## config.mk

```make
export PLATFORM = sky130hd
export DESIGN_NAME = qefa_ctrl
export DESIGN_NICKNAME = d
export VERILOG_FILES = /design/src/design/qefa_pkg.sv /design/src/design/qefa_ctrl.sv
export SDC_FILE = /design/constraint.sdc
export NUM_CORES = 1
export LEC_CHECK = 0
export BUFFER_PORTS_ARGS = -buffer_cell sky130_fd_sc_hd__buf_2
export CORE_MARGIN = 5
export CORE_UTILIZATION = 55
export CTS_CLUSTER_SIZE = 28
export DETAILED_ROUTE_END_ITERATION = 10
export MAX_ROUTING_LAYER = met4
export PLACE_DENSITY = 0.76
export SLEW_MARGIN = 10
export SYNTH_ARGS = -nofsm -noshare
export SYNTH_HDL_FRONTEND = slang
export SYNTH_SLANG_ARGS = --single-unit
export TNS_END_PERCENT = 50
```

## constraint.sdc

```tcl
create_clock -name clk -period 2.43 [get_ports clk]
set_input_delay 0.243 -clock clk [delete_from_list [all_inputs] [get_ports clk]]
set_output_delay 0.243 -clock clk [all_outputs]
set_load 0.05 [all_outputs]
```

## src/design/qefa_pkg.sv

```systemverilog
// Shared types and constants of the quartic extension field ALU.
`timescale 1ns / 1ps
package qefa_pkg;
	localparam int unsigned FW = 48;
	localparam logic [FW-1:0] FQ_MOD = 48'hFFFF_FFFF_FFC5;
	localparam logic [6:0] FOLD = 7'd59;
	typedef logic [FW-1:0] fq_t;

	localparam logic [1:0] CMD_ADD = 2'd0;
	localparam logic [1:0] CMD_SUB = 2'd1;
	localparam logic [1:0] CMD_MUL = 2'd2;
	localparam logic [1:0] CMD_INV = 2'd3;

	// Exponent q^4 - 2 for inversion, scanned LSB first.
	localparam logic [191:0] INV_EXP = {144'd0, FQ_MOD} * {144'd0, FQ_MOD}
		* {144'd0, FQ_MOD} * {144'd0, FQ_MOD} - 192'd2;

	// datapath operations issued by the controller
	localparam logic [2:0] OP_ADD = 3'd0;
	localparam logic [2:0] OP_SUB = 3'd1;
	localparam logic [2:0] OP_MUL_AB = 3'd2;
	localparam logic [2:0] OP_MUL_ACC = 3'd3;
	localparam logic [2:0] OP_SQR_BASE = 3'd4;
	localparam logic [2:0] OP_ACC_ONE = 3'd5;

	typedef struct packed {
		logic       start;
		logic [2:0] op;
	} qefa_cmd_t;

	typedef struct packed {
		logic done;
		logic a_zero;
	} qefa_sts_t;

	function automatic fq_t fq_in(input fq_t v);
		return (v >= FQ_MOD) ? v - FQ_MOD : v;
	endfunction

	function automatic fq_t fq_add(input fq_t a, input fq_t b);
		logic [FW:0] s;
		s = {1'b0, a} + {1'b0, b};
		return (s >= {1'b0, FQ_MOD}) ? fq_t'(s - {1'b0, FQ_MOD}) : fq_t'(s);
	endfunction

	function automatic fq_t fq_sub(input fq_t a, input fq_t b);
		return (a >= b) ? a - b : FQ_MOD - (b - a);
	endfunction
endpackage

```

## src/design/qefa_ctrl.sv

```systemverilog
// Controller: sequences add/sub, one multiply, or square-and-multiply inversion.
`timescale 1ns / 1ps
module qefa_ctrl import qefa_pkg::*; (
	input  logic      clk,
	input  logic      arst_n,
	input  logic      in_valid,
	output logic      in_ready,
	input  logic [1:0] command,
	output logic      out_valid,
	input  logic      out_ready,
	output logic      err,
	output logic      load,
	output qefa_cmd_t cmd,
	input  qefa_sts_t sts
);
	localparam logic [2:0] S_IDLE = 3'd0;
	localparam logic [2:0] S_DISP = 3'd1;
	localparam logic [2:0] S_WAIT = 3'd2;
	localparam logic [2:0] S_INV = 3'd3;
	localparam logic [2:0] S_OUT = 3'd4;
	localparam logic [7:0] BIT_END = 8'd192;

	logic [2:0] state_q;
	logic [1:0] cmd_q;
	logic [7:0] bit_q;
	logic sqr_q;

	assign in_ready = (state_q == S_IDLE) || (state_q == S_OUT && out_ready);
	assign out_valid = state_q == S_OUT;
	// operands are captured by the datapath at the accepting edge
	assign load = in_valid && in_ready;

	always_ff @(posedge clk or negedge arst_n) begin
		if (!arst_n) begin
			state_q <= S_IDLE;
			cmd_q <= CMD_ADD;
			bit_q <= '0;
			sqr_q <= 1'b0;
			err <= 1'b0;
			cmd <= '0;
		end else begin
			case (state_q)
				S_IDLE, S_OUT: begin
					cmd <= '0;
					if (load) begin
						cmd_q <= command;
						state_q <= S_DISP;
					end else if (state_q == S_OUT && out_ready) begin
						state_q <= S_IDLE;
					end
				end
				S_DISP: begin
					err <= (cmd_q == CMD_INV) && sts.a_zero;
					bit_q <= '0;
					sqr_q <= 1'b0;
					case (cmd_q)
						CMD_ADD: cmd <= '{start: 1'b1, op: OP_ADD};
						CMD_SUB: cmd <= '{start: 1'b1, op: OP_SUB};
						CMD_MUL: cmd <= '{start: 1'b1, op: OP_MUL_AB};
						default: cmd <= '{start: 1'b1, op: OP_ACC_ONE};
					endcase
					state_q <= S_WAIT;
				end
				S_WAIT: begin
					cmd <= '0;
					if (sts.done) begin
						if (cmd_q == CMD_INV && !err && bit_q != BIT_END) state_q <= S_INV;
						else state_q <= S_OUT;
					end
				end
				S_INV: begin
					// multiply acc by base when bit set, then square base
					if (!sqr_q && INV_EXP[bit_q]) begin
						cmd <= '{start: 1'b1, op: OP_MUL_ACC};
					end else begin
						cmd <= '{start: 1'b1, op: OP_SQR_BASE};
						bit_q <= bit_q + 8'd1;
					end
					sqr_q <= !sqr_q && INV_EXP[bit_q];
					state_q <= S_WAIT;
				end
				default: begin
					cmd <= '0;
					state_q <= S_IDLE;
				end
			endcase
		end
	end
endmodule

```

Yosys cells after proc, flatten, opt, wreduce, memory -nomap -nowiden. Memories as Yosys holds them, arrays and structs flattened. Cells that the tools add are included.

$add $sub $neg: 1. Order comparisons: 1. Equality and inequality tests: 11. Muxes and demuxes: 12. Reductions and logical operators: 17.

Operators by type and width (number): one-hot mux 3 bit (3 select lines) (2); one-hot mux 8 bit (2 select lines) (1); two-way mux 3 bit (5); less-than comparator 8 x 9 -> 1 bit (second input constant) (1); adder 8 x 1 -> 8 bit (second input constant) (1); two-way mux 8 bit (1); inequality test 8 bit (second input constant) (1); one-hot mux 4 bit (2 select lines) (1); equality test 3 x 2 -> 1 bit (second input constant) (2); logical AND 1 bit (6); AND reduction 2 bit (3); equality test 2 bit (second input constant) (2); inequality test 2 bit (second input constant) (2); OR reduction 2 bit (2); equality test 3 x 1 -> 1 bit (second input constant) (1); equality test 3 bit (second input constant) (1); zero test 3 bit (1); inequality test 3 bit (second input constant) (1); equality test 2 x 1 -> 1 bit (second input constant) (1); zero test 1 bit (2); zero test 2 bit (1); one-hot mux 1 bit (2 select lines) (1); nonzero test 2 bit (1); logical OR 1 bit (1); two-way mux 1 bit (1).

Register bits after elaboration: 19. Memory bits (read-only): 256. Input bits: 8. Logic and storage cells: 50. Memories: 1.

Memories: (name not given) (depth 256, bits a word 1, read ports 1, clocked after Yosys merged registers in 0, write ports 0, RTL line qefa_ctrl.sv:79) `sqr_q <= !sqr_q && INV_EXP[bit_q];`.

Logic depth before layout (Yosys ltp). Gate-level depths: netlist of run 1.

Depth after elaboration: 6. Depth in mapped cells: 9. Mapped depth without buffers: 8.

Least setup slack after synthesis of run 1. OpenSTA, ideal clock, no wires.

Kind: reg2reg. From: reg state_q[2]. To: reg cmd_q[0]. Library setup time: 142 ps. Arrival time: 2416 ps. Path slack: -128 ps. Stages on the path, launching flop included: 6. Period minus slack after synthesis: 2558 ps. Cells stage by stage: dfrtp_1 -> nor2b_1 -> nor3_1 -> nand2_1 -> inv_1 -> o21ai_0.

Cells in the longest elaborated chain, start to end: 5. Elaborated cells on any way between the ends: 7.

Ends and longest elaborated chain: start, declared (RTL line qefa_ctrl.sv:23) `logic [2:0] state_q;`; start signal, assigned (RTL line qefa_ctrl.sv:35) `state_q <= S_IDLE;`; start signal, assigned (RTL line qefa_ctrl.sv:47) `state_q <= S_DISP;`; start signal, assigned (RTL line qefa_ctrl.sv:49) `state_q <= S_IDLE;`; equality test 3 bit (RTL line qefa_ctrl.sv:28) `assign in_ready = (state_q == S_IDLE) || (state_q == S_OUT && out_ready);`; logical AND 1 bit (RTL line qefa_ctrl.sv:28); logical OR 1 bit (*) (RTL line qefa_ctrl.sv:28); via in_ready (RTL line qefa_ctrl.sv:7) `output logic in_ready,`; logical AND 1 bit (*) (RTL line qefa_ctrl.sv:31) `assign load = in_valid && in_ready;`; via load (RTL line qefa_ctrl.sv:12) `output logic load,`; AND reduction 2 bit (no line) (*); end signal, assigned (RTL line qefa_ctrl.sv:46) `cmd_q <= command;`; end, declared (RTL line qefa_ctrl.sv:24) `logic [1:0] cmd_q;`.

Mark *: on every way through the listed nets, which the timed path passes. The rest lies on a longest branch. A chain may end at the register's enable or synchronous reset.

Worst setup path after layout of run 1.
From: reg bit_q[0]. To: reg bit_q[6].

Cells in the longest elaborated chain, start to end: 5. Elaborated cells on any way between the ends: 8.

Ends and longest elaborated chain: start, declared (RTL line qefa_ctrl.sv:25) `logic [7:0] bit_q;`; start signal, assigned (RTL line qefa_ctrl.sv:77) `bit_q <= bit_q + 8'd1;`; memory (256 x 1 bit); two-way mux 1 bit; logical AND 1 bit; inequality test 2 bit (no line); AND reduction 2 bit (no line).

Parallel ways exist; a longest one is shown, timed or not. The select of a mux whose other input is x is not followed.

==> results of run 1 <==
## timing repair
action | 4_1_cts | 5_1_grt
hold endpoints to repair | 19 | 0
gates resized for setup | 0 | 3
setup endpoints to repair | 0 | 12
hold buffers | 1 | 0
## where the power goes
part           leakage, µW  internal [µW]  switching (µW)
clock            0.0000177           61.4            99.5
sequential        0.000255            394            89.9
combinational     0.000375            270             496
## logic make-up (layout without fill, tap and decap cells)
family / Yosys count / after routing
and+or+nand+nor: 48 / 48
AOI/OAI and AO/OA: 42 / 43
adders and majority gates: 4 / 4
muxes: 5 / 5
buffers and inverters: 19 / 37
DFF: 19 / 19
## stage by stage
step | setup WS [ns] | cell area [µm²] | util
global route | -0.02317 | 1398 | 0.6379
finish | 0.1308 | 1398 | 0.6379
detailed placement | 0.08456 | 1339 | 0.6111
CTS | 0.06010 | 1376 | 0.6282
global placement | 0.1595 | 1339 | 0.6111
floorplan | 0.2262 | 1245 | -
## tightest hold or removal path, cell delays in order
cell	delay (ns)
buf_2	0.08
nand2_1	0.03
o21ai_0	0.06
## state kept, by name (all words and copies together), names as in the netlist
register and cells:
bit_q 8, cmd 4, state_q 3, cmd_q 2
err 1, sqr_q 1
## cells in the mapped netlist (4+ instances only)
cell / count / share of area
a21oi_1: 12 / 0.048
a31oi_1: 6 / 0.030
buf_4: 5 / 0.030
dfrtp_1: 19 / 0.38
ha_1: 4 / 0.040
inv_1: 9 / 0.027
nand2_1: 10 / 0.030
nand3_1: 4 / 0.016
nor2_1: 9 / 0.027
nor3_1: 6 / 0.024
o21ai_0: 6 / 0.024
## layout make-up
class	count	area [µm²]
Fill cell	195	793.3
Sequential cell	19	475.5
Multi-Input combinational cell	100	684.4
Inverter	10	37.54
Tap cell	28	35.03
Clock inverter	1	5.005
Timing Repair Buffer	23	137.6
Clock buffer	3	22.52
## routing by layer
| layer | global-route usage | wire length (µm) |
|---|---|---|
| met3 | 0.02036 | 159 |
| met5 | - | 0 |
| met2 | 0.3000 | 1402 |
| met4 | 0.07616 | 48 |
| met1 | 0.2391 | 1178 |
## path summary, 6_finish.rpt
check | to | startpoint | slack, ns | depth (start not counted)
setup / recovery | bit_q[6] | bit_q[0] | 0.13 | 8
hold / removal | cmd_q[0] | command[0] | 0.14 | 3
setup reg to reg | bit_q[6] | bit_q[0] | 0.13 | 8
hold reg to reg | state_q[1] | state_q[2] | 0.55 | 1
max in group asynchronous | bit_q[0] | arst_n | 1.74 | 2
min in group asynchronous | state_q[2] | arst_n | 0.39 | 2
==> metrics.txt, run 1 <==
# TYPE chip_impl_metric gauge
chip_impl_metric{name="io_buffers",unit=""} 15
chip_impl_info{name="cp_slowest_cell",value="a2111oi_2"} 1
chip_impl_metric{name="synth_compound_area_frac",unit=""} 0.2381
chip_impl_metric{name="worstPathMaxFanout",unit=""} 8
chip_impl_info{name="run_status",value="complete, no violations"} 1
chip_impl_metric{name="mappedNetlistNets",unit=""} 149
chip_impl_metric{name="diodes",unit=""} 0
chip_impl_metric{name="drv_cap",unit=""} 0
chip_impl_metric{name="core.rowCount",unit=""} 17
chip_impl_metric{name="fin_total_pwr",unit="µW"} 1410
chip_impl_metric{name="setup-violations-final",unit=""} 0
chip_impl_info{name="timing.critical_path.to_type",value="flop"} 1
chip_impl_metric{name="max_slew.worst_pin.slew",unit="ns"} 0.5374
chip_impl_metric{name="critical_path.n_buffers_inverters",unit=""} 1
chip_impl_metric{name="drc",unit=""} 0
chip_impl_info{name="yosys_most_used_dff",value="dfrtp_1"} 1
chip_impl_metric{name="period_share",unit=""} 0.9462
chip_impl_metric{name="synth-xor-area-share",unit=""} 0
chip_impl_metric{name="synthesized_area_fraction_occupied_by_and_or_nand_nor_cells",unit=""} 0.2089
chip_impl_metric{name="netlist_area",unit="µm²"} 1240
chip_impl_metric{name="final_nets",unit=""} 169
chip_impl_metric{name="synth_area_per_cell",unit="µm²"} 9.051
chip_impl_metric{name="cp_data_required_time",unit="ns"} 2.61
chip_impl_metric{name="cts-buffers-inserted",unit=""} 3
chip_impl_metric{name="largest_net_degree_at_the_start_of_global_routing",unit=""} 20
chip_impl_metric{name="worst-endpoint-arrival",unit="ns"} 2.48
chip_impl_metric{name="yosysWarnings",unit=""} 0
chip_impl_metric{name="vias",unit=""} 1175
chip_impl_metric{name="synth-seq-cells",unit=""} 19
chip_impl_metric{name="via_count_of_the_first_global_routing_pass",unit=""} 1127
chip_impl_metric{name="powerDensity",unit="nW/µm²"} 1009
chip_impl_metric{name="post_layout_nonfiller_instances",unit=""} 184
chip_impl_metric{name="effective_utilization_at_floorplan",unit=""} 0.5660
chip_impl_metric{name="synth_cell_type_count",unit=""} 43
chip_impl_info{name="timing.setup.critical_path_class",value="reg -> reg"} 1
chip_impl_metric{name="synth_cells",unit=""} 137
chip_impl_metric{name="vias_per_cell",unit=""} 6.386
chip_impl_metric{name="report.final.slew_viol_count",unit=""} 0
chip_impl_info{name="final_common_cell",value="dfrtp_1"} 1
chip_impl_metric{name="gr-usage-all-layers",unit=""} 0.1870
chip_impl_metric{name="worst_skew_pair.late_latency",unit="ns"} 0.30
chip_impl_metric{name="worst_ir_drop_vdd",unit="V"} 0.0007151
chip_impl_metric{name="gp_congestion",unit=""} 0.9786
chip_impl_metric{name="leakagePower",unit="µW"} 0.0006473
chip_impl_info{name="min_path_type",value="in -> reg"} 1
chip_impl_metric{name="muxShareOfSynthArea",unit=""} 0.04339
chip_impl_metric{name="route.antenna.remaining_nets",unit=""} 0
chip_impl_metric{name="numPlacedInstances",unit=""} 178
chip_impl_metric{name="synth-adder-area-share",unit=""} 0.04036
chip_impl_metric{name="layout-area-overhead-vs-synth",unit="%"} 12.71
chip_impl_metric{name="synth-seq-area-share",unit=""} 0.3835
chip_impl_metric{name="fmax",unit="MHz"} 434.9
chip_impl_metric{name="synth-edff-count",unit=""} 0
chip_impl_metric{name="drtIter0Drc",unit=""} 27
chip_impl_metric{name="finalClockSkew",unit="ns"} 0.002610
chip_impl_metric{name="max-slew-margin-rel",unit=""} 0.6417
chip_impl_metric{name="drt-pass1-iter-count",unit=""} 4
chip_impl_metric{name="ios",unit=""} 16
chip_impl_metric{name="clk_path_buf_depth",unit=""} 2
chip_impl_metric{name="dpl.hpwl",unit="µm"} 1946
chip_impl_metric{name="hold_slack",unit="ns"} 0.1447
chip_impl_metric{name="wire_length_per_cell",unit="µm"} 15.16
chip_impl_info{name="setup.worst_path.start_class",value="flop"} 1
chip_impl_metric{name="finalSetupTns",unit="ns"} 0
chip_impl_metric{name="timing.critical_path.slowest_cell_delay",unit="ns"} 0.44
chip_impl_metric{name="cts.reportedPaths.clkPinSlew",unit="ns"} 0.11
chip_impl_info{name="commonest_non_fill_non_tap_cells_in_the_layout",value="dfrtp_1 (19), buf_2 (15), a21oi_1 (12)"} 1
chip_impl_metric{name="cts-htree-levels",unit=""} 1
chip_impl_metric{name="postSynth.asyncResetShare",unit=""} 1.000
chip_impl_metric{name="timing_hold_violations_final",unit=""} 0
chip_impl_metric{name="grt.overflow.total",unit=""} 0
chip_impl_metric{name="die-area",unit="µm²"} 3304
chip_impl_metric{name="chipWidth",unit="µm"} 57.48
chip_impl_info{name="cts_tree",value="built"} 1
chip_impl_metric{name="chipHeight",unit="µm"} 57.48
chip_impl_metric{name="floorplan.core_area",unit="µm²"} 2191
chip_impl_info{name="cts_root_buffer",value="clkbuf_4"} 1
chip_impl_metric{name="wire_length_of_the_first_global_routing_pass",unit="µm"} 4864
chip_impl_metric{name="antenna_found_initial",unit=""} 0
chip_impl_metric{name="clock_sinks",unit=""} 19
chip_impl_info{name="cp_top_family",value="compound AO/OA/AOI/OAI gates"} 1
chip_impl_info{name="synth_top_family_by_area",value="compound AO/OA/AOI/OAI gates"} 1
chip_impl_metric{name="min_period",unit="ns"} 2.299
chip_impl_metric{name="fraction_of_final_layout_cells_sized_beyond_drive_strength_1",unit=""} 0.2436
chip_impl_info{name="cp_cell_sequence",value="inv_1, ha_1, nor3b_2, nor3_1, a2111oi_2, a221o_2, a41o_2, o211ai_1"} 1
chip_impl_metric{name="postCtsSetupBuffers",unit=""} 0
chip_impl_metric{name="drt-total-wl",unit="µm"} 2790
Note: power is estimated with default switching activity, not from simulation.
==> inputs of run 2 (changes only) <==
Settings changed: PLACE_DENSITY 0.76 to 0.75.
==> run 2 against run 1 <==
Net effect:
- utilization decreased by 0.51 points
- first-iteration DRC count increased by 81%
- design area decreased by 0.81%
- sequential power about the same
- routed wire length increased by 2.4%
==> metrics.txt, run 2 (synthesis results as in run 1) <==
# TYPE chip_impl_metric gauge
chip_impl_info{name="run_status",value="complete, no violations"} 1
chip_impl_metric{name="dpl_worst_slack",unit="ns"} 0.1079
chip_impl_metric{name="drtIter0Drc",unit=""} 49
chip_impl_metric{name="powerDensity",unit="nW/µm²"} 1016
chip_impl_metric{name="diodes",unit=""} 0
chip_impl_metric{name="worst-endpoint-arrival",unit="ns"} 2.55
chip_impl_info{name="largestRegisters",value="bit_q (8), cmd (4), state_q (3)"} 1
chip_impl_metric{name="pint",unit="µW"} 723.4
chip_impl_metric{name="chipWidth",unit="µm"} 57.48
chip_impl_metric{name="p_switching",unit="µW"} 685.4
chip_impl_metric{name="pwr-share-clk",unit=""} 0.114
chip_impl_metric{name="max_slew.worst_pin.slew",unit="ns"} 0.5551
chip_impl_metric{name="largest_register_ff_count",unit=""} 8
chip_impl_metric{name="drt-pass1-iter-count",unit=""} 4
chip_impl_metric{name="clk_path_buf_depth",unit=""} 2
chip_impl_metric{name="die-area",unit="µm²"} 3304
chip_impl_metric{name="wire_length_per_cell",unit="µm"} 15.62
chip_impl_metric{name="cts-htree-levels",unit=""} 1
chip_impl_info{name="commonest_non_fill_non_tap_cells_in_the_layout",value="dfrtp_1 (18), buf_2 (15), a21oi_1 (12)"} 1
chip_impl_info{name="timing.critical_path.to_type",value="flop"} 1
chip_impl_metric{name="via_count_of_the_first_global_routing_pass",unit=""} 1088
chip_impl_metric{name="effective_utilization_at_floorplan",unit=""} 0.5660
chip_impl_metric{name="vias_per_cell",unit=""} 6.284
chip_impl_metric{name="drv_cap",unit=""} 0
chip_impl_metric{name="io_buffers",unit=""} 15
chip_impl_metric{name="p_seq_frac",unit=""} 0.344
chip_impl_metric{name="min_period",unit="ns"} 2.366
chip_impl_info{name="setup.worst_path.start_class",value="flop"} 1
chip_impl_metric{name="wire_length_of_the_first_global_routing_pass",unit="µm"} 4795
chip_impl_metric{name="fmax",unit="MHz"} 422.6
chip_impl_metric{name="worst_slack",unit="ns"} 0.06370
chip_impl_metric{name="cts-buffers-inserted",unit=""} 3
chip_impl_metric{name="antenna_found_initial",unit=""} 0
chip_impl_metric{name="vias",unit=""} 1150
chip_impl_metric{name="core.rowCount",unit=""} 17
chip_impl_metric{name="report.final.slew_viol_count",unit=""} 0
chip_impl_metric{name="p_sw_frac",unit=""} 0.4865
chip_impl_metric{name="leakagePower",unit="µW"} 0.0006369
chip_impl_info{name="min_path_type",value="in -> reg"} 1
chip_impl_metric{name="fraction_of_final_layout_cells_sized_beyond_drive_strength_1",unit=""} 0.2387
chip_impl_info{name="cts_root_buffer",value="clkbuf_4"} 1
chip_impl_metric{name="finalSetupTns",unit="ns"} 0
chip_impl_metric{name="dpl.hpwl",unit="µm"} 1933
chip_impl_info{name="cts_tree",value="built"} 1
chip_impl_metric{name="cp_data_required_time",unit="ns"} 2.61
chip_impl_metric{name="drc",unit=""} 0
chip_impl_metric{name="period_share",unit=""} 0.9738
chip_impl_metric{name="max-slew-margin-rel",unit=""} 0.6299
chip_impl_metric{name="chipHeight",unit="µm"} 57.48
chip_impl_metric{name="final_nets",unit=""} 168
chip_impl_metric{name="gp_congestion",unit=""} 0.8975
chip_impl_metric{name="worst_skew_pair.late_latency",unit="ns"} 0.30
chip_impl_metric{name="gr-usage-all-layers",unit=""} 0.1859
chip_impl_metric{name="finalClockSkew",unit="ns"} 0.005916
chip_impl_metric{name="comb_power_share",unit=""} 0.542
chip_impl_metric{name="cts.reportedPaths.clkPinSlew",unit="ns"} 0.11
chip_impl_metric{name="worstPathMaxFanout",unit=""} 8
chip_impl_metric{name="route.antenna.remaining_nets",unit=""} 0
chip_impl_metric{name="fillCellCount",unit=""} 201
chip_impl_metric{name="drt-total-wl",unit="µm"} 2858
chip_impl_metric{name="fin_total_pwr",unit="µW"} 1409
chip_impl_metric{name="worst_ir_drop_vdd",unit="V"} 0.0007285
chip_impl_metric{name="setup-violations-final",unit=""} 0
chip_impl_info{name="timing.setup.critical_path_class",value="reg -> reg"} 1
chip_impl_metric{name="timing_hold_violations_final",unit=""} 0
chip_impl_metric{name="clock_sinks",unit=""} 19
chip_impl_metric{name="grt.overflow.total",unit=""} 0
chip_impl_metric{name="hold_slack",unit="ns"} 0.1506
chip_impl_metric{name="layout-area-overhead-vs-synth",unit="%"} 11.81
chip_impl_metric{name="postCtsSetupBuffers",unit=""} 0
chip_impl_metric{name="largest_net_degree_at_the_start_of_global_routing",unit=""} 20
chip_impl_info{name="final_common_cell",value="dfrtp_1"} 1
chip_impl_metric{name="floorplan.core_area",unit="µm²"} 2191
chip_impl_metric{name="ios",unit=""} 16
chip_impl_info{name="registers.top_by_ff_count",value="bit_q"} 1
-- run 2: changes by cell type in the layout (fill, tap and decap cells not counted), sizes merged --
cell,delta
buf,-1
-- run 2: final timing paths --
check	startpoint	endpoint	slack, ns	cells after the start
worst max-delay path	bit_q[0]	bit_q[6]	0.06	8
worst min-delay path	command[0]	cmd_q[0]	0.15	3
worst max register to register	bit_q[0]	bit_q[6]	0.06	8
worst min register to register	sqr_q	sqr_q	0.55	2
max in group asynchronous	arst_n	bit_q[2]	1.70	2
min in group asynchronous	arst_n	state_q[2]	0.40	2
-- run 2: power by group through the flow --
stage / clock network [µW] / registers, µW / logic (µW)
2_1_floorplan: 0 / 535 / 536
3_3_place_gp: 0 / 484 / 715
3_5_place_dp: 0 / 486 / 741
4_1_cts: 166 / 481 / 743
5_1_grt: 181 / 499 / 840
6_report: 160 / 485 / 763
-- run 2: cell type report --
cell class                      instances  area, µm²  area share
Tap cell                               28      35.03     0.02527
Timing Repair Buffer                   22      130.1     0.09386
Sequential cell                        19      476.7      0.3439
Clock inverter                          1      5.005    0.003610
Inverter                               10      37.54     0.02708
Clock buffer                            3      22.52     0.01625
Multi-Input combinational cell        100      679.4      0.4901
-- run 2: per-stage QoR --
stage	util	cell area, µm²	cells
3_5_place_dp	0.6077	1331	177
3_3_place_gp	0.6077	1331	177
4_1_cts	0.6248	1369	182
5_1_grt	0.6328	1386	183
2_1_floorplan	-	1245	137
6_report	0.6328	1386	183
-- run 2: critical path, cell delays in order, from the launching register on --
cell       delay, ns
dfrtp_1         0.39
inv_1           0.11
ha_1            0.28
nor3b_1         0.31
nor3_1          0.12
a2111oi_2       0.43
a221o_2         0.34
a41o_2          0.21
o211ai_1        0.08
-- run 2: repair_timing --
item / 4_1_cts / 5_1_grt
hold buffers: 1 / 0
hold endpoints to repair: 19 / 0
setup endpoints to repair: 0 / 4
resized for setup: 0 / 3
-- run 2: routing by layer --
layer | vias to the layer above | global-route usage | routed length [µm]
met5 | - | - | 0
met4 | 0 | 0.07285 | 57
met3 | 8 | 0.02262 | 192
met2 | 56 | 0.3065 | 1411
met1 | 535 | 0.2303 | 1196
li1 | 551 | - | -
==> inputs of run 3 (changes only) <==
Settings changed: CORE_ASPECT_RATIO set to 1.2.
==> run 3 against run 2 <==
Net effect:
- sequential power decreased by 2%
- power grew 1.5%
- maximum frequency up 1.8%
- highest routed layer unchanged
==> metrics.txt, run 3 (synthesis results as in run 1) <==
# TYPE chip_impl_metric gauge
chip_impl_metric{name="gr-usage-all-layers",unit=""} 0.2066
chip_impl_metric{name="setup-violations-final",unit=""} 0
chip_impl_metric{name="critical_path.n_buffers_inverters",unit=""} 0
chip_impl_metric{name="timing.critical_path.slowest_cell_delay",unit="ns"} 0.65
chip_impl_metric{name="worst_ir_drop_vdd",unit="V"} 0.0008194
chip_impl_metric{name="grt.overflow.total",unit=""} 0
chip_impl_metric{name="route.antenna.remaining_nets",unit=""} 0
chip_impl_metric{name="largest_net_degree_at_the_start_of_global_routing",unit=""} 20
chip_impl_metric{name="largest_register_ff_count",unit=""} 8
chip_impl_metric{name="finalClockSkew",unit="ns"} 0.001808
chip_impl_metric{name="report.final.slew_viol_count",unit=""} 0
chip_impl_metric{name="max_slew.worst_pin.slew",unit="ns"} 0.4653
chip_impl_metric{name="layout-area-overhead-vs-synth",unit="%"} 12.51
chip_impl_metric{name="min_period",unit="ns"} 2.324
chip_impl_metric{name="worst-endpoint-arrival",unit="ns"} 2.56
chip_impl_metric{name="cp_data_required_time",unit="ns"} 2.66
chip_impl_metric{name="core.rowCount",unit=""} 18
chip_impl_metric{name="clock_sinks",unit=""} 19
chip_impl_metric{name="hold_slack",unit="ns"} 0.1399
chip_impl_info{name="cp_cell_sequence",value="nor2_1, a311oi_1, a32oi_1, a221o_2, or2_4, a31oi_1"} 1
chip_impl_info{name="setup.worst_path.start_class",value="flop"} 1
chip_impl_metric{name="worstPathMaxFanout",unit=""} 16
chip_impl_info{name="final_common_cell",value="dfrtp_1"} 1
chip_impl_metric{name="fraction_of_final_layout_cells_sized_beyond_drive_strength_1",unit=""} 0.2372
chip_impl_info{name="timing.critical_path.to_type",value="flop"} 1
chip_impl_metric{name="powerDensity",unit="nW/µm²"} 1025
chip_impl_metric{name="cts.reportedPaths.clkPinSlew",unit="ns"} 0.11
chip_impl_info{name="cp_slowest_cell",value="dfrtp_1"} 1
chip_impl_metric{name="wire_length_of_the_first_global_routing_pass",unit="µm"} 4836
chip_impl_metric{name="diodes",unit=""} 0
chip_impl_info{name="timing.setup.critical_path_class",value="reg -> reg"} 1
chip_impl_metric{name="fin_total_pwr",unit="µW"} 1430
chip_impl_metric{name="drt-pass1-iter-count",unit=""} 4
chip_impl_metric{name="floorplan.core_area",unit="µm²"} 2117
chip_impl_metric{name="wire_length_per_cell",unit="µm"} 15.94
chip_impl_metric{name="drt-total-wl",unit="µm"} 2964
chip_impl_metric{name="drc",unit=""} 0
chip_impl_metric{name="post_layout_nonfiller_instances",unit=""} 186
chip_impl_metric{name="timing.hold.worst_path_depth",unit=""} 3
chip_impl_info{name="run_status",value="complete, no violations"} 1
chip_impl_metric{name="dpl.hpwl",unit="µm"} 2017
chip_impl_info{name="cp_top_family",value="compound AO/OA/AOI/OAI gates"} 1
chip_impl_metric{name="io_buffers",unit=""} 15
chip_impl_metric{name="number_of_cells_on_the_worst_reg_to_reg_path",unit=""} 6
chip_impl_metric{name="via_count_of_the_first_global_routing_pass",unit=""} 1095
chip_impl_metric{name="worst_skew_pair.late_latency",unit="ns"} 0.30
chip_impl_metric{name="final_nets",unit=""} 169
chip_impl_metric{name="postCtsSetupBuffers",unit=""} 0
chip_impl_metric{name="critical_path_cell_count",unit=""} 6
chip_impl_metric{name="cts-htree-levels",unit=""} 1
chip_impl_metric{name="effective_utilization_at_floorplan",unit=""} 0.5857
chip_impl_metric{name="cts-buffers-inserted",unit=""} 3
chip_impl_metric{name="vias",unit=""} 1152
chip_impl_info{name="cts_tree",value="built"} 1
chip_impl_info{name="largestRegisters",value="bit_q (8), cmd (4), state_q (3)"} 1
chip_impl_metric{name="chipWidth",unit="µm"} 53.35
chip_impl_metric{name="antenna_found_initial",unit=""} 0
chip_impl_metric{name="leakagePower",unit="µW"} 0.0006436
chip_impl_metric{name="chipHeight",unit="µm"} 62.01
chip_impl_metric{name="die-area",unit="µm²"} 3308
chip_impl_metric{name="fmax",unit="MHz"} 430.2
chip_impl_metric{name="max-slew-margin-rel",unit=""} 0.6898
chip_impl_info{name="min_path_type",value="in -> reg"} 1
chip_impl_metric{name="drtIter0Drc",unit=""} 45
chip_impl_metric{name="vias_per_cell",unit=""} 6.194
chip_impl_metric{name="timing_hold_violations_final",unit=""} 0
chip_impl_metric{name="gp_congestion",unit=""} 0.9325
chip_impl_info{name="commonest_non_fill_non_tap_cells_in_the_layout",value="dfrtp_1 (19), buf_2 (15), a21oi_1 (12)"} 1
chip_impl_metric{name="numPlacedInstances",unit=""} 180
chip_impl_info{name="registers.top_by_ff_count",value="bit_q"} 1
chip_impl_metric{name="drv_cap",unit=""} 0
chip_impl_metric{name="clk_path_buf_depth",unit=""} 2
chip_impl_metric{name="period_share",unit=""} 0.9566
chip_impl_metric{name="ios",unit=""} 16
chip_impl_info{name="cts_root_buffer",value="clkbuf_4"} 1
==> run 3: stage by stage <==
step,utilization,area (µm²),worst slack [ns],setup TNS [ns]
floorplan,-,1245,0.2262,0
detailed placement,0.6336,1341,0.09774,0
CTS,0.6513,1379,0.08753,0
global route,0.6590,1395,-0.03837,-0.1033
finish,0.6590,1395,0.1056,0
global placement,0.6336,1341,0.1346,0
==> run 3: final timing paths <==
path / endpoint / slack, ns / start
worst max-delay path: bit_q[0] / 0.11 / bit_q[2]
worst min-delay path: cmd_q[0] / 0.14 / command[0]
worst max register to register: bit_q[0] / 0.11 / bit_q[2]
worst min register to register: state_q[1] / 0.56 / state_q[2]
max in group asynchronous: bit_q[0] / 1.73 / arst_n
min in group asynchronous: state_q[0] / 0.40 / arst_n
==> run 3: power by group <==
group	internal, µW	switching (µW)	total, µW
registers	394	81.5	475
clock network	61.4	103	164
logic	278	512	790
total	733	696	1430
==> run 3: cell type report <==
cell class	count	area [µm²]
clock buffer	3	22.52
inverter	10	37.54
multi-input combinational	100	679.4
fill	205	721.9
clock inverter	1	5.005
sequential	19	475.5
tap	30	37.54
timing repair buffer	23	137.6
==> run 3: per-layer routing <==
layer  GRT usage  wire [µm]
met3     0.03341        169
met5           -          0
met1      0.2477       1270
met2      0.3292       1455
met4      0.1168         68
==> run 3: repair_timing <==
item                                   CTS  global route
setup endpoints to repair                0            11
endpoints found under the hold margin   19             0
gates resized for setup                  0             2
hold buffers                             1             0
==> run 3: worst reg2reg max path, stage by stage (launching register included) <==
cell      delay (ns)
dfrtp_1         0.65
nor2_1          0.14
a311oi_1        0.33
a32oi_1         0.20
a221o_2         0.51
or2_4           0.28
a31oi_1         0.16
